## src/hdl/ccfb_pkg.sv

```systemverilog
`default_nettype none
// ----------------------------------------------------------------------------
// ccfb_pkg: camera command frame builder package
// Types, microcode ROM and character table shared by the frame builder.
// ----------------------------------------------------------------------------
package ccfb_pkg;

  localparam int unsigned OpcodeW = 3;
  localparam int unsigned TextW   = 40;
  localparam int unsigned ByteW   = 8;
  localparam int unsigned PosW    = 16;
  localparam int unsigned NumPos  = 4;
  localparam int unsigned LevelW  = 2;
  localparam int unsigned CfgIdxW = 2;
  localparam int unsigned NumChar = 10;
  localparam int unsigned HalfChr = 5;
  localparam int unsigned CharIdxW = 4;
  localparam int unsigned PcW     = 7;

  localparam logic [LevelW-1:0] LevelMax = 2'd3;
  localparam logic [LevelW-1:0] LevelMin = 2'd0;

  localparam logic [PosW-1:0] PosReset0 = 16'h0000;
  localparam logic [PosW-1:0] PosReset1 = 16'h2000;
  localparam logic [PosW-1:0] PosReset2 = 16'h4000;
  localparam logic [PosW-1:0] PosReset3 = 16'h7AC0;

  typedef enum logic [OpcodeW-1:0] {
    OP_ZOOM_IN   = 3'd0,
    OP_ZOOM_OUT  = 3'd1,
    OP_TTL_SETUP = 3'd2,
    OP_TTL_CLEAR = 3'd3,
    OP_TTL_ON    = 3'd4,
    OP_TTL_OFF   = 3'd5,
    OP_TTL_LINE1 = 3'd6,
    OP_TTL_LINE2 = 3'd7
  } opcode_e;

  typedef enum logic [CfgIdxW-1:0] {
    REG_ZOOM_POS0 = 2'd0,
    REG_ZOOM_POS1 = 2'd1,
    REG_ZOOM_POS2 = 2'd2,
    REG_ZOOM_POS3 = 2'd3
  } cfg_reg_e;

  typedef enum logic [1:0] {
    SRC_CONST = 2'd0,
    SRC_NIB   = 2'd1,
    SRC_CHAR  = 2'd2
  } src_e;

  typedef enum logic [2:0] {
    NX_STEP = 3'd0,
    NX_JUMP = 3'd1,
    NX_ZIN  = 3'd2,
    NX_ZOUT = 3'd3,
    NX_END  = 3'd4
  } nxt_e;

  typedef struct packed {
    logic              emit;
    src_e              src;
    logic [ByteW-1:0]  arg;
    nxt_e              nxt;
    logic [PcW-1:0]    tgt;
  } ucode_t;

  typedef struct packed {
    logic              load;
    logic              emit;
    logic              last;
    logic              inc;
    logic              dec;
    src_e              src;
    logic [ByteW-1:0]  arg;
  } ccfb_ctrl_t;

  typedef struct packed {
    logic at_max;
    logic at_min;
    logic out_free;
  } ccfb_stat_t;

  // program entry points
  localparam logic [PcW-1:0] PgZin   = 7'd0;
  localparam logic [PcW-1:0] PgZout  = 7'd1;
  localparam logic [PcW-1:0] PgZoom  = 7'd2;
  localparam logic [PcW-1:0] PgSetup = 7'd11;
  localparam logic [PcW-1:0] PgClear = 7'd27;
  localparam logic [PcW-1:0] PgOn    = 7'd33;
  localparam logic [PcW-1:0] PgOff   = 7'd39;
  localparam logic [PcW-1:0] PgLine1 = 7'd45;
  localparam logic [PcW-1:0] PgLine2 = 7'd50;
  localparam logic [PcW-1:0] PgChars = 7'd55;

  localparam logic [ByteW-1:0] BtAddr  = 8'h81;
  localparam logic [ByteW-1:0] BtCmd   = 8'h01;
  localparam logic [ByteW-1:0] BtCat   = 8'h04;
  localparam logic [ByteW-1:0] BtZoom  = 8'h47;
  localparam logic [ByteW-1:0] BtTitle = 8'h73;
  localparam logic [ByteW-1:0] BtDisp  = 8'h74;
  localparam logic [ByteW-1:0] BtTerm  = 8'hFF;
  localparam logic [ByteW-1:0] BtUnk   = 8'h1B;

  function automatic ucode_t mk(logic e, src_e s, logic [ByteW-1:0] a, nxt_e n,
                                logic [PcW-1:0] t);
    ucode_t w;
    w.emit = e;
    w.src  = s;
    w.arg  = a;
    w.nxt  = n;
    w.tgt  = t;
    return w;
  endfunction

  function automatic ucode_t k(logic [ByteW-1:0] a);
    return mk(1'b1, SRC_CONST, a, NX_STEP, '0);
  endfunction

  function automatic ucode_t kend();
    return mk(1'b1, SRC_CONST, BtTerm, NX_END, '0);
  endfunction

  function automatic logic [PcW-1:0] entry(opcode_e op);
    logic [PcW-1:0] pc;
    unique case (op)
      OP_ZOOM_IN:   pc = PgZin;
      OP_ZOOM_OUT:  pc = PgZout;
      OP_TTL_SETUP: pc = PgSetup;
      OP_TTL_CLEAR: pc = PgClear;
      OP_TTL_ON:    pc = PgOn;
      OP_TTL_OFF:   pc = PgOff;
      OP_TTL_LINE1: pc = PgLine1;
      OP_TTL_LINE2: pc = PgLine2;
      default:      pc = PgClear;
    endcase
    return pc;
  endfunction

  function automatic ucode_t ucode(logic [PcW-1:0] a);
    ucode_t w;
    unique case (a)
      PgZin:        w = mk(1'b0, SRC_CONST, '0, NX_ZIN, PgZoom);
      PgZout:       w = mk(1'b0, SRC_CONST, '0, NX_ZOUT, PgZoom);
      // zoom frame
      PgZoom:       w = k(BtAddr);
      PgZoom+7'd1:  w = k(BtCmd);
      PgZoom+7'd2:  w = k(BtCat);
      PgZoom+7'd3:  w = k(BtZoom);
      PgZoom+7'd4:  w = mk(1'b1, SRC_NIB, 8'd3, NX_STEP, '0);
      PgZoom+7'd5:  w = mk(1'b1, SRC_NIB, 8'd2, NX_STEP, '0);
      PgZoom+7'd6:  w = mk(1'b1, SRC_NIB, 8'd1, NX_STEP, '0);
      PgZoom+7'd7:  w = mk(1'b1, SRC_NIB, 8'd0, NX_STEP, '0);
      PgZoom+7'd8:  w = kend();
      // title setup
      PgSetup:      w = k(BtAddr);
      PgSetup+7'd1: w = k(BtCmd);
      PgSetup+7'd2: w = k(BtCat);
      PgSetup+7'd3: w = k(BtTitle);
      PgSetup+7'd7: w = k(8'h03);
      PgSetup+7'd4, PgSetup+7'd5, PgSetup+7'd6, PgSetup+7'd8, PgSetup+7'd9,
      PgSetup+7'd10, PgSetup+7'd11, PgSetup+7'd12, PgSetup+7'd13,
      PgSetup+7'd14: w = k(8'h00);
      PgSetup+7'd15: w = kend();
      // title clear / on / off
      PgClear, PgOn, PgOff:                   w = k(BtAddr);
      PgClear+7'd1, PgOn+7'd1, PgOff+7'd1:    w = k(BtCmd);
      PgClear+7'd2, PgOn+7'd2, PgOff+7'd2:    w = k(BtCat);
      PgClear+7'd3, PgOn+7'd3, PgOff+7'd3:    w = k(BtDisp);
      PgClear+7'd4: w = k(8'h00);
      PgOn+7'd4:    w = k(8'h02);
      PgOff+7'd4:   w = k(8'h03);
      PgClear+7'd5, PgOn+7'd5, PgOff+7'd5:    w = kend();
      // title lines
      PgLine1, PgLine2:                       w = k(BtAddr);
      PgLine1+7'd1, PgLine2+7'd1:             w = k(BtCmd);
      PgLine1+7'd2, PgLine2+7'd2:             w = k(BtCat);
      PgLine1+7'd3, PgLine2+7'd3:             w = k(BtTitle);
      PgLine1+7'd4: w = mk(1'b1, SRC_CONST, 8'h01, NX_JUMP, PgChars);
      PgLine2+7'd4: w = mk(1'b1, SRC_CONST, 8'h02, NX_JUMP, PgChars);
      PgChars:       w = mk(1'b1, SRC_CHAR, 8'd0, NX_STEP, '0);
      PgChars+7'd1:  w = mk(1'b1, SRC_CHAR, 8'd1, NX_STEP, '0);
      PgChars+7'd2:  w = mk(1'b1, SRC_CHAR, 8'd2, NX_STEP, '0);
      PgChars+7'd3:  w = mk(1'b1, SRC_CHAR, 8'd3, NX_STEP, '0);
      PgChars+7'd4:  w = mk(1'b1, SRC_CHAR, 8'd4, NX_STEP, '0);
      PgChars+7'd5:  w = mk(1'b1, SRC_CHAR, 8'd5, NX_STEP, '0);
      PgChars+7'd6:  w = mk(1'b1, SRC_CHAR, 8'd6, NX_STEP, '0);
      PgChars+7'd7:  w = mk(1'b1, SRC_CHAR, 8'd7, NX_STEP, '0);
      PgChars+7'd8:  w = mk(1'b1, SRC_CHAR, 8'd8, NX_STEP, '0);
      PgChars+7'd9:  w = mk(1'b1, SRC_CHAR, 8'd9, NX_STEP, '0);
      PgChars+7'd10: w = kend();
      default:       w = mk(1'b0, SRC_CONST, '0, NX_END, '0);
    endcase
    return w;
  endfunction

  // camera character table
  function automatic logic [ByteW-1:0] map_char(logic [ByteW-1:0] c);
    logic [ByteW-1:0] m;
    if (c >= 8'h41 && c <= 8'h5A) begin
      m = c - 8'h41;
    end else if (c >= 8'h61 && c <= 8'h7A) begin
      m = c - 8'h61;
    end else if (c >= 8'h31 && c <= 8'h39) begin
      m = c - 8'h13;
    end else begin
      case (c)
        8'h26:   m = 8'h1A;
        8'h3F:   m = 8'h1C;
        8'h21:   m = 8'h1D;
        8'h30:   m = 8'h27;
        8'h22:   m = 8'h49;
        8'h3A:   m = 8'h4A;
        8'h27:   m = 8'h4B;
        8'h2E:   m = 8'h4C;
        8'h2C:   m = 8'h4D;
        8'h5C:   m = 8'h4E;
        8'h2D:   m = 8'h4F;
        default: m = BtUnk;
      endcase
    end
    return m;
  endfunction

endpackage
`default_nettype wire

```

## src/hdl/ccfb_intf.sv

```systemverilog
`default_nettype none
// ----------------------------------------------------------------------------
// ccfb_intf: frame builder channels
// Command, frame byte and register write channels, valid/ready handshake.
// ----------------------------------------------------------------------------
interface ccfb_cmd_if;
  import ccfb_pkg::*;
  logic                valid;
  logic                ready;
  logic [OpcodeW-1:0]  opcode;
  logic [TextW-1:0]    text_first_half;
  logic [TextW-1:0]    text_second_half;
  modport source (output valid, opcode, text_first_half, text_second_half, input ready);
  modport sink   (input valid, opcode, text_first_half, text_second_half, output ready);
endinterface

interface ccfb_byte_if;
  import ccfb_pkg::*;
  logic              valid;
  logic              ready;
  logic [ByteW-1:0]  frame_byte;
  logic              last_byte;
  modport source (output valid, frame_byte, last_byte, input ready);
  modport sink   (input valid, frame_byte, last_byte, output ready);
endinterface

interface ccfb_cfg_if;
  import ccfb_pkg::*;
  logic                valid;
  logic                ready;
  logic [CfgIdxW-1:0]  index;
  logic [PosW-1:0]     data;
  modport source (output valid, index, data, input ready);
  modport sink   (input valid, index, data, output ready);
endinterface
`default_nettype wire

```

## src/hdl/ccfb_seq.sv

```systemverilog
`default_nettype none
// ----------------------------------------------------------------------------
// ccfb_seq: microcode sequencer
// Step counter over the microcode ROM with conditional zoom-limit jumps.
// ----------------------------------------------------------------------------
module ccfb_seq (
  input  wire logic                  clk_i,
  input  wire logic                  rst_ni,
  input  wire logic                  cmd_valid_i,
  output      logic                  cmd_ready_o,
  input  wire logic [ccfb_pkg::OpcodeW-1:0] opcode_i,
  input  wire ccfb_pkg::ccfb_stat_t  stat_i,
  output      ccfb_pkg::ccfb_ctrl_t  ctrl_o
);
  import ccfb_pkg::*;

  logic           busy_q, busy_d;
  logic [PcW-1:0] pc_q, pc_d;
  ucode_t         w;
  logic           go, load;

  assign w           = ucode(pc_q);
  assign cmd_ready_o = !busy_q;
  assign load        = cmd_valid_i && !busy_q;
  assign go          = busy_q && (!w.emit || stat_i.out_free);

  always_comb begin
    busy_d = busy_q;
    pc_d   = pc_q;
    ctrl_o = '0;
    ctrl_o.load = load;
    ctrl_o.src  = w.src;
    ctrl_o.arg  = w.arg;
    ctrl_o.emit = go && w.emit;
    ctrl_o.last = w.nxt == NX_END;
    if (load) begin
      busy_d = 1'b1;
      pc_d   = entry(opcode_e'(opcode_i));
    end else if (go) begin
      unique case (w.nxt)
        NX_STEP: pc_d = pc_q + 7'd1;
        NX_JUMP: pc_d = w.tgt;
        NX_ZIN: begin
          if (stat_i.at_max) begin
            busy_d = 1'b0;
          end else begin
            ctrl_o.inc = 1'b1;
            pc_d       = w.tgt;
          end
        end
        NX_ZOUT: begin
          if (stat_i.at_min) begin
            busy_d = 1'b0;
          end else begin
            ctrl_o.dec = 1'b1;
            pc_d       = w.tgt;
          end
        end
        default: busy_d = 1'b0;
      endcase
    end
  end

  always_ff @(posedge clk_i or negedge rst_ni) begin
    if (!rst_ni) begin
      busy_q <= 1'b0;
      pc_q   <= '0;
    end else begin
      busy_q <= busy_d;
      pc_q   <= pc_d;
    end
  end

endmodule
`default_nettype wire

```

## src/hdl/ccfb_dp.sv

```systemverilog
`default_nettype none
// ----------------------------------------------------------------------------
// ccfb_dp: frame builder datapath
// Zoom level, position registers, title text, byte select and output word.
// ----------------------------------------------------------------------------
module ccfb_dp (
  input  wire logic                  clk_i,
  input  wire logic                  rst_ni,
  input  wire ccfb_pkg::ccfb_ctrl_t  ctrl_i,
  output      ccfb_pkg::ccfb_stat_t  stat_o,
  input  wire logic [ccfb_pkg::TextW-1:0] text_first_half_i,
  input  wire logic [ccfb_pkg::TextW-1:0] text_second_half_i,
  input  wire logic                  cfg_we_i,
  input  wire logic [ccfb_pkg::CfgIdxW-1:0] cfg_index_i,
  input  wire logic [ccfb_pkg::PosW-1:0]    cfg_data_i,
  output      logic                  out_valid_o,
  input  wire logic                  out_ready_i,
  output      logic [ccfb_pkg::ByteW-1:0] out_byte_o,
  output      logic                  out_last_o
);
  import ccfb_pkg::*;

  logic [PosW-1:0]   pos_q [NumPos];
  logic [LevelW-1:0] level_q;
  logic [ByteW-1:0]  chars_q [NumChar];
  logic              valid_q;
  logic [ByteW-1:0]  byte_q, byte_d;
  logic              last_q;
  logic [PosW-1:0]   pos;

  assign pos             = pos_q[level_q];
  assign stat_o.at_max   = level_q == LevelMax;
  assign stat_o.at_min   = level_q == LevelMin;
  assign stat_o.out_free = !valid_q || out_ready_i;
  assign out_valid_o     = valid_q;
  assign out_byte_o      = byte_q;
  assign out_last_o      = last_q;

  always_comb begin
    case (ctrl_i.src)
      SRC_NIB:  byte_d = {4'h0, pos[ctrl_i.arg[1:0]*4 +: 4]};
      SRC_CHAR: byte_d = map_char(chars_q[ctrl_i.arg[CharIdxW-1:0]]);
      default:  byte_d = ctrl_i.arg;
    endcase
  end

  always_ff @(posedge clk_i or negedge rst_ni) begin
    if (!rst_ni) begin
      pos_q[REG_ZOOM_POS0] <= PosReset0;
      pos_q[REG_ZOOM_POS1] <= PosReset1;
      pos_q[REG_ZOOM_POS2] <= PosReset2;
      pos_q[REG_ZOOM_POS3] <= PosReset3;
      level_q <= LevelMin;
      valid_q <= 1'b0;
    end else begin
      if (cfg_we_i) begin
        pos_q[cfg_index_i] <= cfg_data_i;
      end
      if (ctrl_i.inc) begin
        level_q <= level_q + 2'd1;
      end else if (ctrl_i.dec) begin
        level_q <= level_q - 2'd1;
      end
      if (ctrl_i.emit) begin
        valid_q <= 1'b1;
      end else if (out_ready_i) begin
        valid_q <= 1'b0;
      end
    end
  end

  always_ff @(posedge clk_i) begin
    if (ctrl_i.load) begin
      for (int i = 0; i < HalfChr; i++) begin
        chars_q[i]           <= text_first_half_i[i*8 +: 8];
        chars_q[i + HalfChr] <= text_second_half_i[i*8 +: 8];
      end
    end
    if (ctrl_i.emit) begin
      byte_q <= byte_d;
      last_q <= ctrl_i.last;
    end
  end

endmodule
`default_nettype wire

```

## src/hdl/camera_command_frame_builder.sv

```systemverilog
`default_nettype none
// ----------------------------------------------------------------------------
// camera_command_frame_builder: camera command to serial frame
// Runs one microcode program per command and sends the frame word by word.
// ----------------------------------------------------------------------------
//  channel   dir  words
//  cmd_i     in   opcode, text_first_half, text_second_half
//  frame_o   out  frame_byte, last_byte
//  cfg_i     in   index, data (zoom positions 0..3)
//
//  One microcode step per cycle, one frame word per emitting step.
//  A zoom beyond a limit ends the command without a frame.
//  A stalled output holds the step counter on emitting steps.
//  Reset clears the zoom level and loads the default positions.
// ----------------------------------------------------------------------------
module camera_command_frame_builder (
  input wire logic     clk_i,
  input wire logic     rst_ni,
  ccfb_cmd_if.sink     cmd_i,
  ccfb_byte_if.source  frame_o,
  ccfb_cfg_if.sink     cfg_i
);
  import ccfb_pkg::*;

  ccfb_ctrl_t ctrl;
  ccfb_stat_t stat;

  assign cfg_i.ready = 1'b1;

  ccfb_seq u_seq (
    .clk_i       (clk_i),
    .rst_ni      (rst_ni),
    .cmd_valid_i (cmd_i.valid),
    .cmd_ready_o (cmd_i.ready),
    .opcode_i    (cmd_i.opcode),
    .stat_i      (stat),
    .ctrl_o      (ctrl)
  );

  ccfb_dp u_dp (
    .clk_i              (clk_i),
    .rst_ni             (rst_ni),
    .ctrl_i             (ctrl),
    .stat_o             (stat),
    .text_first_half_i  (cmd_i.text_first_half),
    .text_second_half_i (cmd_i.text_second_half),
    .cfg_we_i           (cfg_i.valid),
    .cfg_index_i        (cfg_i.index),
    .cfg_data_i         (cfg_i.data),
    .out_valid_o        (frame_o.valid),
    .out_ready_i        (frame_o.ready),
    .out_byte_o         (frame_o.frame_byte),
    .out_last_o         (frame_o.last_byte)
  );

endmodule
`default_nettype wire
```

## src/flat_wrapper.sv

```systemverilog
// flat-port wrapper written by rule: the top's interface ports become plain ports
module camera_command_frame_builder_flat import ccfb_pkg::*;
  (clk_i, rst_ni, cmd_i_valid, cmd_i_opcode, cmd_i_text_first_half, cmd_i_text_second_half, cmd_i_ready, frame_o_valid, frame_o_frame_byte, frame_o_last_byte, frame_o_ready, cfg_i_valid, cfg_i_index, cfg_i_data, cfg_i_ready);
  ccfb_cmd_if cmd_i_i ();
  ccfb_byte_if frame_o_i ();
  ccfb_cfg_if cfg_i_i ();
  input wire logic clk_i;
  input wire logic rst_ni;
  input wire logic [$bits(cmd_i_i.valid)-1:0] cmd_i_valid;
  input wire logic [$bits(cmd_i_i.opcode)-1:0] cmd_i_opcode;
  input wire logic [$bits(cmd_i_i.text_first_half)-1:0] cmd_i_text_first_half;
  input wire logic [$bits(cmd_i_i.text_second_half)-1:0] cmd_i_text_second_half;
  output wire logic [$bits(cmd_i_i.ready)-1:0] cmd_i_ready;
  output wire logic [$bits(frame_o_i.valid)-1:0] frame_o_valid;
  output wire logic [$bits(frame_o_i.frame_byte)-1:0] frame_o_frame_byte;
  output wire logic [$bits(frame_o_i.last_byte)-1:0] frame_o_last_byte;
  input wire logic [$bits(frame_o_i.ready)-1:0] frame_o_ready;
  input wire logic [$bits(cfg_i_i.valid)-1:0] cfg_i_valid;
  input wire logic [$bits(cfg_i_i.index)-1:0] cfg_i_index;
  input wire logic [$bits(cfg_i_i.data)-1:0] cfg_i_data;
  output wire logic [$bits(cfg_i_i.ready)-1:0] cfg_i_ready;
  assign cmd_i_i.valid = cmd_i_valid;
  assign cmd_i_i.opcode = cmd_i_opcode;
  assign cmd_i_i.text_first_half = cmd_i_text_first_half;
  assign cmd_i_i.text_second_half = cmd_i_text_second_half;
  assign cmd_i_ready = cmd_i_i.ready;
  assign frame_o_valid = frame_o_i.valid;
  assign frame_o_frame_byte = frame_o_i.frame_byte;
  assign frame_o_last_byte = frame_o_i.last_byte;
  assign frame_o_i.ready = frame_o_ready;
  assign cfg_i_i.valid = cfg_i_valid;
  assign cfg_i_i.index = cfg_i_index;
  assign cfg_i_i.data = cfg_i_data;
  assign cfg_i_ready = cfg_i_i.ready;
  camera_command_frame_builder u_core (.clk_i(clk_i), .rst_ni(rst_ni), .cmd_i(cmd_i_i), .frame_o(frame_o_i), .cfg_i(cfg_i_i));
endmodule
```

## config.mk

```make
export PLATFORM = sky130hd
export DESIGN_NAME = camera_command_frame_builder_flat
export DESIGN_NICKNAME = d
export VERILOG_FILES = /design/src/hdl/ccfb_pkg.sv /design/src/hdl/ccfb_intf.sv /design/src/hdl/ccfb_seq.sv /design/src/hdl/ccfb_dp.sv /design/src/hdl/camera_command_frame_builder.sv /design/src/flat_wrapper.sv
export SDC_FILE = /design/constraint.sdc
export NUM_CORES = 1
export LEC_CHECK = 0
export ABC_CLOCK_PERIOD_IN_PS = 4700
export BUFFER_PORTS_ARGS = -buffer_cell sky130_fd_sc_hd__buf_2
export CAP_MARGIN = 20
export CORE_MARGIN = 3
export CORE_UTILIZATION = 45
export DETAILED_ROUTE_END_ITERATION = 8
export PLACE_DENSITY_LB_ADDON = 0.25
export SKIP_LAST_GASP = 1
export SLEW_MARGIN = 0
export SYNTH_ARGS = -nofsm -noshare
export SYNTH_HDL_FRONTEND = slang
export SYNTH_SLANG_ARGS = --single-unit
```

## constraint.sdc

```tcl
create_clock -name clk_i -period 4.7 [get_ports clk_i]
set_clock_uncertainty 0.1 [all_clocks]
set_input_delay 0.47 -clock clk_i [delete_from_list [all_inputs] [get_ports clk_i]]
set_output_delay 0.47 -clock clk_i [all_outputs]
set_load 0.02 [all_outputs]
```

==> out/results.tsv, run 1 <==
stage	metric	value	unit
sta	final hold vios	0	
sta	Slew HR	32.8	%
floorplanning	I/O pin total	118	
clocking	Worst-path clk slew	0.07	ns
worst_setup_path	Worst Path Required	4.77	ns
worst_setup_path	internal reg-to-reg setup slack	0.08	ns
synth	post-synthesis cell type count	94	
finish	Inserted Diodes	0	
placed_design	routability cong.	0.942	
clocking	Max clock buf depth	2	
worst_setup_path	number of buffers and inverters on the critical path	3	
worst_setup_path	CP Depth	16	
routing	Initial DRC Count	504	
worst_setup_path	reg2reg end	u_core.u_dp.out_byte_o[6]	
finish	most frequent cells in the layout	buf_2, buf_4, edfxtp_1	
finish	Final #Nets	1046	
sta	Final WS setup	0.0803	ns
sta	Final Setup Violations	0	
routing	post-route ant nets	0	
clocking	CTS buffer count	17	
worst_setup_path	CP startpoint kind	flip-flop	
clocking	TritonCTS clock tree	yes	
synth	post-synthesis sequential area ratio	50.7	%
floorplanning	Cell Rows	51	
global_routing	grt ovf	0	
worst_setup_path	CP endpoint kind	flip-flop	
clocking	Worst-Skew Late Latency	0.42	ns
worst_setup_path	kind of critical path	flip-flop to flip-flop	
routing	DRC	0	
clocking	root buf cell	clkbuf_16	
floorplanning	die area	0.0217	mm^2
worst_setup_path	CP max stage delay	0.55	ns
worst_setup_path	CP endpoint	u_core.u_dp.out_byte_o[6]	
sta	unrepaired setup endpoints after global routing	yes	
worst_setup_path	CP arrival	4.69	ns
worst_setup_path	Setup crit start	u_core.u_seq.pc_q[0]	
floorplanning	Initial Util	46.1	%
routing	DR WL/cell	20.1	um
floorplanning	Die Width	147	um
synth	Ys Warns	0	
global_routing	Total GRT Usage	22.0	%
global_routing	pin count of the biggest net entering global routing	76	
finish	share of layout cells above drive strength 1	45.1	%
worst_setup_path	worst r2r path cells	16	
sta	Final Cycle Share	98.3	%
placed_design	# port buffers	116	
run_status	status	completed	
worst_setup_path	Crit-path slowest cell	or4_4	
job	Max-Cap Viols	0	
sta	final slew viol count	0	
synth	synthesized area	0.00900	mm^2
routing	overall routed net length	24.1	mm
routing	Vias	6810	
sta	Fmax	0.216	GHz
placed_design	Place WS	0.000846	ns
synth	syn_area_per_cell	12.4	um^2
floorplanning	Die Ht	147	um
sta	Least-Margin Pin Slew	1.01	ns
worst_setup_path	critical path fanouts, max	6	
finish	most common cell after layout, fill and taps aside	buf_2	
global_routing	vias in the first global route	6874	
synth	FF+latch count, synth	164	
global_routing	initial antenna violation count	2	
worst_setup_path	cell family with most CP delay	compound AO/OA/AOI/OAI gates	
synth	Primary FF master, synth	edfxtp_1	
sta	Final Critical Period	4.62	ns
floorplanning	CORE AREA	0.0195	mm^2
worst_setup_path	most frequent CP cell	ha_4	
worst_setup_path	CP Cell Sequence	buf_6 > ha_4 > o311a_4 > or4_4 > o21ai_4 > mux2_4 > a221oi_4 > buf_12 > inv_2 > ha_4 > or3_4 > o311ai_4 > nand3b_1 > nand2b_1 > o41ai_1 > a221o_1	
min_path	hold path cells	1	
min_path	hold path startpoint	cmd_i_text_first_half[36]	
finish	synthesis-to-layout area growth	25.2	%
min_path	Hold WC Path Type	input pin to flip-flop	
routing	drt pass-1 iters	4	
worst_setup_path	worst r2r src	u_core.u_seq.pc_q[0]	
placed_design	HPWL Detailed	17.6	mm
synth	FFs w/ async S/R, synth	45.7	%
synth	Syn Nets	853	
synth	EDFF count, synth	89	
synth	Synth Instances	724	
routing	routed vias/inst	5.70	
clocking	H-tree levels	4	
global_routing	first-pass GRT wire length	37.7	mm
clocking	clock sink count	164	
## worst min path at each step
stage	to	slack, ns
after floorplan	u_core.u_dp.level_q[0]	0.07
after global placement	u_core.u_dp.pos_q[21]	0.38
after detailed placement	u_core.u_dp.pos_q[22]	0.39
after CTS	u_core.u_dp.chars_q[0][1]	0.10
after global routing	u_core.u_dp.chars_q[6][0]	0.09
final	u_core.u_dp.chars_q[4][4]	0.12
## layout make-up
type / count / area [um^2]
clock inverters: 15 / 154
multi-input cells: 501 / 4340
well taps: 265 / 332
flip-flops and latches: 164 / 4560
repair buffers: 215 / 1380
clock buffers: 17 / 425
fillers: 1670 / 8260
inverters: 18 / 75.1
## cells in the mapped netlist (all sizes together) (9+ instances only)
| cell | n | area [um^2] |
|---|---|---|
| a21oi | 26 | 130 |
| a221oi | 10 | 136 |
| buf | 25 | 188 |
| clkbuf | 16 | 61.3 |
| dfrtp | 66 | 1650 |
| dfstp | 9 | 236 |
| edfxtp | 89 | 2670 |
| ha | 23 | 288 |
| inv | 18 | 67.6 |
| mux2 | 71 | 800 |
| mux2i | 23 | 230 |
| mux4 | 20 | 450 |
| nand2 | 76 | 293 |
| nand3 | 22 | 110 |
| nor2 | 32 | 120 |
| nor2b | 11 | 68.8 |
| nor3 | 16 | 90.1 |
| o21a | 9 | 68.8 |
| o21ai | 33 | 180 |
## metrics by stage
step	area [um^2]	TNS [ns]	util (%)	hold WS, ns	instances
2_1_floorplan	9070	-0.0104	-	0.0744	724
3_5_place_dp	10500	0	53.5	0.387	1156
6_report	11300	0	57.7	0.117	1195
5_1_grt	11300	-0.113	57.7	0.0949	1195
4_1_cts	11000	0	56.6	0.103	1188
3_3_place_gp	10500	0	53.5	0.383	1156
## cell families after synthesis
logic type      synth area share (%)
simple gates                    12.3
flops                           50.7
compound gates                  13.1
mux                             16.5
buf+inv                         3.52
fa+ha+maj                       3.20
xor+xnor                       0.779
other cells                   0.0417
## worst reg2reg max path, cell delays in order (launching register included)
cell and delay [ns]:
dfrtp_2 0.47, buf_6 0.15, ha_4 0.17, o311a_4 0.31, or4_4 0.55, o21ai_4 0.25, mux2_4 0.34, a221oi_4 0.32
buf_12 0.16, inv_2 0.05, ha_4 0.15, or3_4 0.38, o311ai_4 0.30, nand3b_1 0.16, nand2b_1 0.11, o41ai_1 0.08
a221o_1 0.31
## sequential cells by signal (all words and copies together), names as in the netlist
register and flops:
u_core.u_dp.pos_q 64, u_core.u_dp.out_byte_o 8, u_core.u_dp.level_q 2, u_core.u_dp.out_valid_o 1, u_core.u_dp.chars_q 80, u_core.u_dp.out_last_o 1
u_core.u_seq.pc_q 7, u_core.u_seq.busy_q 1
## metal layers
layer,routed length (um),global-route usage [%],up-vias
met5,7,0,-
met4,291,5.31,2
met3,1170,3.59,31
met2,11600,35.3,204
met1,11000,31.9,3421
li1,-,-,3152
## repair_timing
action / in CTS / in global routing
hold buffers: 0 / 0
endpoints found under the setup margin: 3 / 8
gates resized for setup: 2 / 36
pin swaps: 2 / 11
buffers inserted: 0 / 7
Power of run 1 is left out: the tool's default activity adds up to more than one toggle a clock period on the data nets, which glitch-free logic cannot reach.
==> run 2, diff against run 1 <==
SKIP_CTS_REPAIR_TIMING = 1   (was default)
SYNTH_HIERARCHICAL = 1   (was default)
==> out/results.tsv, run 2 <==
stage	metric	value	unit	change
synth	adder-cell share of the synthesized area	3.11	%	was 3.20%
clocking	clock sink count	164		unchanged
synth	Synth top cells by count	edfxtp_1, mux2_2, dfrtp_1, nand2_1, mux2i_1		was edfxtp_1, nand2_1, mux2_2, dfrtp_1, nor2_1
synth	top cell type's share of synthesized area	30.1	%	was 29.7%
sta	Least-Margin Pin Slew	1.06	ns	was 1.01 ns
sta	Final Cycle Share	96.8	%	was 98.3%
synth	Synth area leader	edfxtp_1		unchanged
synth	syn_area_per_cell	12.9	um^2	was 12.4 um^2
routing	overall routed net length	21.9	mm	was 24.1 mm
min_path	WHS Endpoint	u_core/u_dp/chars_q[0][7]		was u_core.u_dp.chars_q[4][4]
synth	Primary FF master, synth	edfxtp_1		unchanged
job	Max-Cap Viols	0		unchanged
run_status	status	completed		unchanged
sta	Setup TNS	0	ns	unchanged
sta	final slew viol count	0		unchanged
worst_setup_path	reg2reg end	u_core/u_dp/out_byte_o[2]		was u_core.u_dp.out_byte_o[6]
min_path	hold path cells	1		unchanged
floorplanning	I/O pin total	118		unchanged
worst_setup_path	cell family with most CP delay	compound AO/OA/AOI/OAI gates		unchanged
sta	Slew HR	29.1	%	was 32.8%
placed_design	routability cong.	0.940		was 0.942
worst_setup_path	number of buffers and inverters on the critical path	2		was 3
sta	Final Setup Violations	0		unchanged
finish	most flop-heavy register	u_core/u_dp/chars_q		was u_core.u_dp.chars_q
global_routing	initial antenna violation count	0		was 2
routing	post-route ant nets	0		unchanged
placed_design	Place WS	-0.0715	ns	was 0.000846 ns
sta	unrepaired setup endpoints after global routing	yes		unchanged
worst_setup_path	CP endpoint kind	flip-flop		unchanged
floorplanning	Initial Util	46.6	%	was 46.1%
worst_setup_path	worst r2r src	u_core/u_seq/pc_q[0]		was u_core.u_seq.pc_q[0]
floorplanning	die area	0.0214	mm^2	was 0.0217 mm^2
sta	Final Critical Period	4.55	ns	was 4.62 ns
floorplanning	Cell Rows	50		was 51
synth	post-synthesis cell type count	84		was 94
clocking	CTS buffer count	17		unchanged
finish	synthesis-to-layout area growth	21.9	%	was 25.2%
finish	share of layout cells above drive strength 1	43.3	%	was 45.1%
worst_setup_path	most frequent CP cell	mux2i_1		was ha_4
synth	FF+latch count, synth	164		unchanged
global_routing	grt ovf	0		unchanged
worst_setup_path	CP Cell Sequence	inv_2 > ha_4 > or2_2 > o21ai_0 > mux4_2 > a211oi_4 > nor2_4 > buf_4 > mux2i_1 > a22o_1 > o31a_1 > ha_2 > nand2b_4 > a211oi_2 > mux2i_1 > nand3_2 > nand2_1 > a311o_1 > o32a_1		was buf_6 > ha_4 > o311a_4 > or4_4 > o21ai_4 > mux2_4 > a221oi_4 > buf_12 > inv_2 > ha_4 > or3_4 > o311ai_4 > nand3b_1 > nand2b_1 > o41ai_1 > a221o_1
synth	Ys Warns	6		was 0
worst_setup_path	Crit-path slowest cell	mux4_2		was or4_4
clocking	Worst-path clk slew	0.08	ns	was 0.07 ns
clocking	Worst-Skew Late Latency	0.43	ns	was 0.42 ns
finish	final core occ	56.8	%	was 57.7%
worst_setup_path	CP max stage delay	0.51	ns	was 0.55 ns
global_routing	vias in the first global route	6571		was 6874
synth	area share of xor/xnor cells in the synthesized design	0.593	%	was 0.779%
clocking	TritonCTS clock tree	yes		unchanged
finish	Inserted Diodes	0		unchanged
floorplanning	CORE AREA	0.0190	mm^2	was 0.0195 mm^2
synth	top cells by area, synth	edfxtp_1, dfrtp_1, mux2_2		unchanged
synth	Syn Nets	815		was 853
routing	DR WL/cell	19.5	um	was 20.1 um
worst_setup_path	Worst Path Required	4.77	ns	about the same
synth	FFs w/ async S/R, synth	45.7	%	unchanged
global_routing	Total GRT Usage	20.6	%	was 22.0%
clocking	Max clock buf depth	2		unchanged
placed_design	HPWL Detailed	16.0	mm	was 17.6 mm
worst_setup_path	CP arrival	4.62	ns	was 4.69 ns
finish	number of flip-flops in the largest register	80		unchanged
min_path	hold path startpoint	cmd_i_text_first_half[7]		was cmd_i_text_first_half[36]
synth	simple-gate share of the synthesized area	10.1	%	was 12.3%
routing	drt pass-1 iters	6		was 4
min_path	Hold WC Path Type	input pin to flip-flop		unchanged
clocking	root buf cell	clkbuf_16		unchanged
synth	EDFF count, synth	89		unchanged
synth	largest family of logic cells by synthesized area	multiplexers		unchanged
worst_setup_path	kind of critical path	flip-flop to flip-flop		unchanged
sta	Fmax	0.220	GHz	was 0.216 GHz
sta	Final WS setup	0.150	ns	was 0.0803 ns
finish	Final #Nets	977		was 1046
finish	most common cell after layout, fill and taps aside	buf_2		unchanged
worst_setup_path	critical path fanouts, max	5		was 6
worst_setup_path	CP startpoint kind	flip-flop		unchanged
finish	most frequent cells in the layout	buf_2, edfxtp_1, mux2_2		was buf_2, buf_4, edfxtp_1
synth	Synth Instances	687		was 724
synth	post-synthesis sequential area ratio	51.4	%	was 50.7%
global_routing	pin count of the biggest net entering global routing	52		was 76
synth	Compound-Gate Fraction of Synth Area	11.4	%	was 13.1%
routing	Initial DRC Count	429		was 504
global_routing	first-pass GRT wire length	35.1	mm	was 37.7 mm
floorplanning	Die Ht	146	um	was 147 um
floorplanning	Die Width	146	um	was 147 um
worst_setup_path	internal reg-to-reg setup slack	0.15	ns	was 0.08 ns
routing	DRC	0		unchanged
synth	synthesized area	0.00886	mm^2	was 0.00900 mm^2
sta	final hold vios	0		unchanged
synth	post-synthesis mux area share	19.9	%	was 16.5%
worst_setup_path	worst r2r path cells	19		was 16
routing	routed vias/inst	5.66		was 5.70
placed_design	# port buffers	116		unchanged
synth	count leader, synth	edfxtp_1		unchanged
clocking	H-tree levels	4		unchanged
routing	Vias	6349		was 6810
-- run 2: cell count changes after synthesis, sizes merged, moves of 8 or more --
| cell | before | now |
|---|---|---|
| a221oi | 10 | 2 |
| mux2i | 23 | 34 |
| mux2 | 71 | 82 |
| nand2b | 4 | 12 |
| nand2 | 76 | 44 |
| o22ai | 1 | 10 |
| o21a | 9 | 1 |
| o21ai | 33 | 24 |
| nand3 | 22 | 12 |
-- run 2: worst max-delay path by stage --
stage / start / endpoint / depth (start not counted)
3_3_place_gp: u_core/u_seq/pc_q[2] / u_core/u_dp/out_byte_o[1] / 16
4_1_cts: u_core/u_seq/pc_q[0] / u_core/u_dp/out_byte_o[1] / 17
6_report: u_core/u_seq/pc_q[0] / u_core/u_dp/out_byte_o[2] / 19
3_5_place_dp: u_core/u_seq/pc_q[0] / u_core/u_dp/out_byte_o[1] / 17
2_1_floorplan: u_core/u_seq/pc_q[1] / u_core/u_dp/out_byte_o[2] / 23
5_1_grt: u_core/u_seq/pc_q[0] / u_core/u_dp/out_byte_o[2] / 19
-- run 2: per-layer routing --
metal  GRT usage, %  share of wire (%)  vias to the layer above
met4           6.30                1.8                        0
li1               -                  -                     2953
met5              0                  0                        -
met2           32.6                 48                      172
met1           28.8                 45                     3195
met3           4.03                4.8                       29
-- run 2: cells by family after synthesis --
kind of cell	after synthesis
other	1
flip-flops	164
AO/OA/AOI/OAI	137
AND/OR/NAND/NOR	164
multiplexers	138
adder cells (fa/ha/maj)	22
XOR/XNOR	6
buffers and inverters	55
-- run 2: worst register-to-register path: stages, from the launching register on --
cell      delay (ns)
dfrtp_2         0.39
inv_2           0.08
ha_4            0.29
or2_2           0.12
o21ai_0         0.09
mux4_2          0.51
a211oi_4        0.27
nor2_4          0.11
buf_4           0.18
mux2i_1         0.12
a22o_1          0.23
o31a_1          0.32
ha_2            0.19
nand2b_4        0.17
a211oi_2        0.17
mux2i_1         0.15
nand3_2         0.11
nand2_1         0.07
a311o_1         0.27
o32a_1          0.36
-- run 2: final cells by class --
cell class,count,area [um^2]
Fill cell,1599,8220
Inverter,14,53.8
Tap cell,260,325
Clock inverter,15,176
Timing Repair Buffer,184,1130
Sequential cell,164,4560
Multi-Input combinational cell,468,4130
Clock buffer,17,425
-- run 2: per-stage QoR --
stage               hold slack, ns  area, um^2  instances
floorplan                   0.0744        8890        687
finish                       0.107       10800       1122
detailed placement           0.387       10000       1082
global route                0.0863       10800       1122
CTS                         0.0898       10600       1114
global placement             0.382       10000       1082
Power of run 2 is left out for the same reason.
==> run 3, diff against run 2 <==
ABC_CLOCK_PERIOD_IN_PS = 3700   (was 4700)
clock period = 3.7 ns   (was 4.7 ns; I/O delays follow)
==> out/results.tsv, run 3 (synthesized netlist as in run 2, its figures left out) <==
stage	metric	value	unit	change
run_status	status	complete, but fails checks		was completed
run_status	failing checks	hold timing, setup timing		
finish	most flop-heavy register	u_core/u_dp/chars_q		unchanged
floorplanning	Die Ht	146	um	unchanged
worst_setup_path	number of buffers and inverters on the critical path	5		was 2
global_routing	Total GRT Usage	20.9	%	was 20.6%
worst_setup_path	CP endpoint kind	flip-flop		unchanged
worst_setup_path	cell family with most CP delay	compound AO/OA/AOI/OAI gates		unchanged
worst_setup_path	kind of critical path	flip-flop to flip-flop		unchanged
sta	Final Critical Period	4.57	ns	was 4.55 ns
placed_design	# port buffers	116		unchanged
routing	post-route ant nets	0		unchanged
routing	DRC	0		unchanged
global_routing	vias in the first global route	7003		was 6571
clocking	root buf cell	clkbuf_16		unchanged
worst_setup_path	internal reg-to-reg setup slack	-0.87	ns	was 0.15 ns
worst_setup_path	CP startpoint kind	flip-flop		unchanged
global_routing	pin count of the biggest net entering global routing	84		was 52
clocking	CTS buffer count	17		unchanged
floorplanning	Initial Util	46.6	%	unchanged
clocking	clock sink count	164		unchanged
sta	final slew viol count	0		unchanged
sta	Final WS setup	-0.865	ns	was 0.150 ns
routing	drt pass-1 iters	5		was 6
worst_setup_path	worst r2r src	u_core/u_seq/pc_q[0]		unchanged
finish	synthesis-to-layout area growth	31.5	%	was 21.9%
worst_setup_path	Worst Path Required	3.78	ns	was 4.77 ns
sta	Least-Margin Pin Slew	1.01	ns	was 1.06 ns
clocking	H-tree levels	4		unchanged
worst_setup_path	Crit-path slowest cell	mux4_2		unchanged
sta	Final Cycle Share	123	%	was 96.8%
routing	overall routed net length	22.6	mm	was 21.9 mm
finish	number of flip-flops in the largest register	80		unchanged
sta	Slew HR	32.7	%	was 29.1%
floorplanning	Cell Rows	50		unchanged
floorplanning	Die Width	146	um	unchanged
global_routing	initial antenna violation count	1		was 0
global_routing	grt ovf	0		unchanged
finish	most frequent cells in the layout	buf_4, buf_2, edfxtp_1		was buf_2, edfxtp_1, mux2_2
finish	final core occ	61.3	%	was 56.8%
worst_setup_path	critical path fanouts, max	7		was 5
sta	Hold Slack	-0.0435	ns	was 0.107 ns
worst_setup_path	Setup crit start	u_core/u_seq/pc_q[0]		unchanged
routing	Initial DRC Count	410		was 429
worst_setup_path	CP endpoint	u_core/u_dp/out_byte_o[2]		unchanged
routing	Vias	6710		was 6349
sta	unrepaired setup endpoints after global routing	yes		unchanged
clocking	Worst-path clk slew	0.08	ns	about the same
clocking	Max clock buf depth	2		unchanged
worst_setup_path	CP arrival	4.65	ns	was 4.62 ns
global_routing	first-pass GRT wire length	36.0	mm	was 35.1 mm
floorplanning	die area	0.0214	mm^2	unchanged
routing	routed vias/inst	5.53		was 5.66
floorplanning	CORE AREA	0.0190	mm^2	unchanged
clocking	Worst-Skew Late Latency	0.44	ns	was 0.43 ns
finish	Final #Nets	1067		was 977
placed_design	routability cong.	0.965		was 0.940
worst_setup_path	reg2reg end	u_core/u_dp/out_byte_o[2]		unchanged
sta	final hold vios	32		was 0
sta	Fmax	0.219	GHz	was 0.220 GHz
worst_setup_path	worst r2r path cells	19		unchanged
finish	most common cell after layout, fill and taps aside	buf_4		was buf_2
min_path	Hold WC Path Type	input pin to asynchronous set/reset pin		was input pin to flip-flop
sta	Final Setup Violations	8		was 0
finish	share of layout cells above drive strength 1	47.5	%	was 43.3%
clocking	TritonCTS clock tree	yes		unchanged
routing	DR WL/cell	18.6	um	was 19.5 um
worst_setup_path	CP max stage delay	0.48	ns	was 0.51 ns
worst_setup_path	CP Depth	19		unchanged
job	Max-Cap Viols	0		unchanged
worst_setup_path	CP Cell Sequence	inv_4 > ha_4 > or2_4 > o21ai_2 > mux4_2 > a211oi_4 > nor2_4 > buf_12 > buf_4 > mux2i_1 > a22o_1 > o31a_1 > buf_4 > nor2_1 > a2111oi_4 > buf_4 > nor2_4 > o22ai_1 > o32a_1		was inv_2 > ha_4 > or2_2 > o21ai_0 > mux4_2 > a211oi_4 > nor2_4 > buf_4 > mux2i_1 > a22o_1 > o31a_1 > ha_2 > nand2b_4 > a211oi_2 > mux2i_1 > nand3_2 > nand2_1 > a311o_1 > o32a_1
floorplanning	I/O pin total	118		unchanged
placed_design	HPWL Detailed	16.6	mm	was 16.0 mm
worst_setup_path	most frequent CP cell	buf_4		was mux2i_1
## run 3: cell count changes in the layout (fill, tap and decap cells not counted), sizes merged
cell / delta
inv: -2
dlygate4sd3: +21
buf: +68
diode: +1
clkinv: +2
clkbuf: +1
## run 3: worst reg2reg max path, cell delays in order (launching register included)
cell,delay (ns)
dfrtp_2,0.41
inv_4,0.06
ha_4,0.27
or2_4,0.12
o21ai_2,0.05
mux4_2,0.48
a211oi_4,0.27
nor2_4,0.09
buf_12,0.16
buf_4,0.17
mux2i_1,0.12
a22o_1,0.26
o31a_1,0.36
buf_4,0.18
nor2_1,0.33
a2111oi_4,0.15
buf_4,0.19
nor2_4,0.18
o22ai_1,0.12
o32a_1,0.28
## run 3: worst min-delay path by stage
stage | slack [ns] | start | cells past startpoint | endpoint
final | -0.04 | rst_ni | 1 | u_core/u_dp/pos_q[55]
after global routing | -0.007 | cmd_i_text_first_half[20] | 1 | u_core/u_dp/chars_q[2][4]
after CTS | -0.03 | rst_ni | 1 | u_core/u_dp/pos_q[55]
after detailed placement | 0.39 | u_core/u_dp/pos_q[18] | 1 | u_core/u_dp/pos_q[18]
after global placement | 0.38 | u_core/u_dp/pos_q[16] | 1 | u_core/u_dp/pos_q[16]
after floorplan | -0.03 | rst_ni | 0 | u_core/u_dp/level_q[0]
## run 3: final cells by class
class	instances	area (um^2)
Fill cell	1540	7360
Multi-Input combinational cell	468	4180
Sequential cell	164	4560
Clock inverter	15	199
Antenna cell	1	2.50
Timing Repair Buffer	274	1910
Inverter	14	58.8
Tap cell	260	325
Clock buffer	17	425
## run 3: through the flow
step           std cells  setup TNS, ns  setup slack, ns  area [um^2]
2_1_floorplan        687          -4.34           -0.845         8950
3_3_place_gp        1145          -5.74           -0.866        10600
3_5_place_dp        1145          -5.71           -0.847        10600
4_1_cts             1177          -5.89           -0.861        11200
5_1_grt             1213          -6.78           -0.994        11700
6_report            1213          -5.55           -0.865        11700
## run 3: routing by layer
| layer | GRT usage (%) | vias up | share of wire, % | routed length (um) |
|---|---|---|---|---|
| met5 | 0 | - | 0 | 0 |
| li1 | - | 3141 | - | - |
| met3 | 3.69 | 25 | 4.7 | 1060 |
| met2 | 34.7 | 214 | 49 | 11100 |
| met4 | 6.59 | 0 | 1.6 | 352 |
| met1 | 28.2 | 3330 | 45 | 10100 |
Power of run 3 is left out for the same reason.
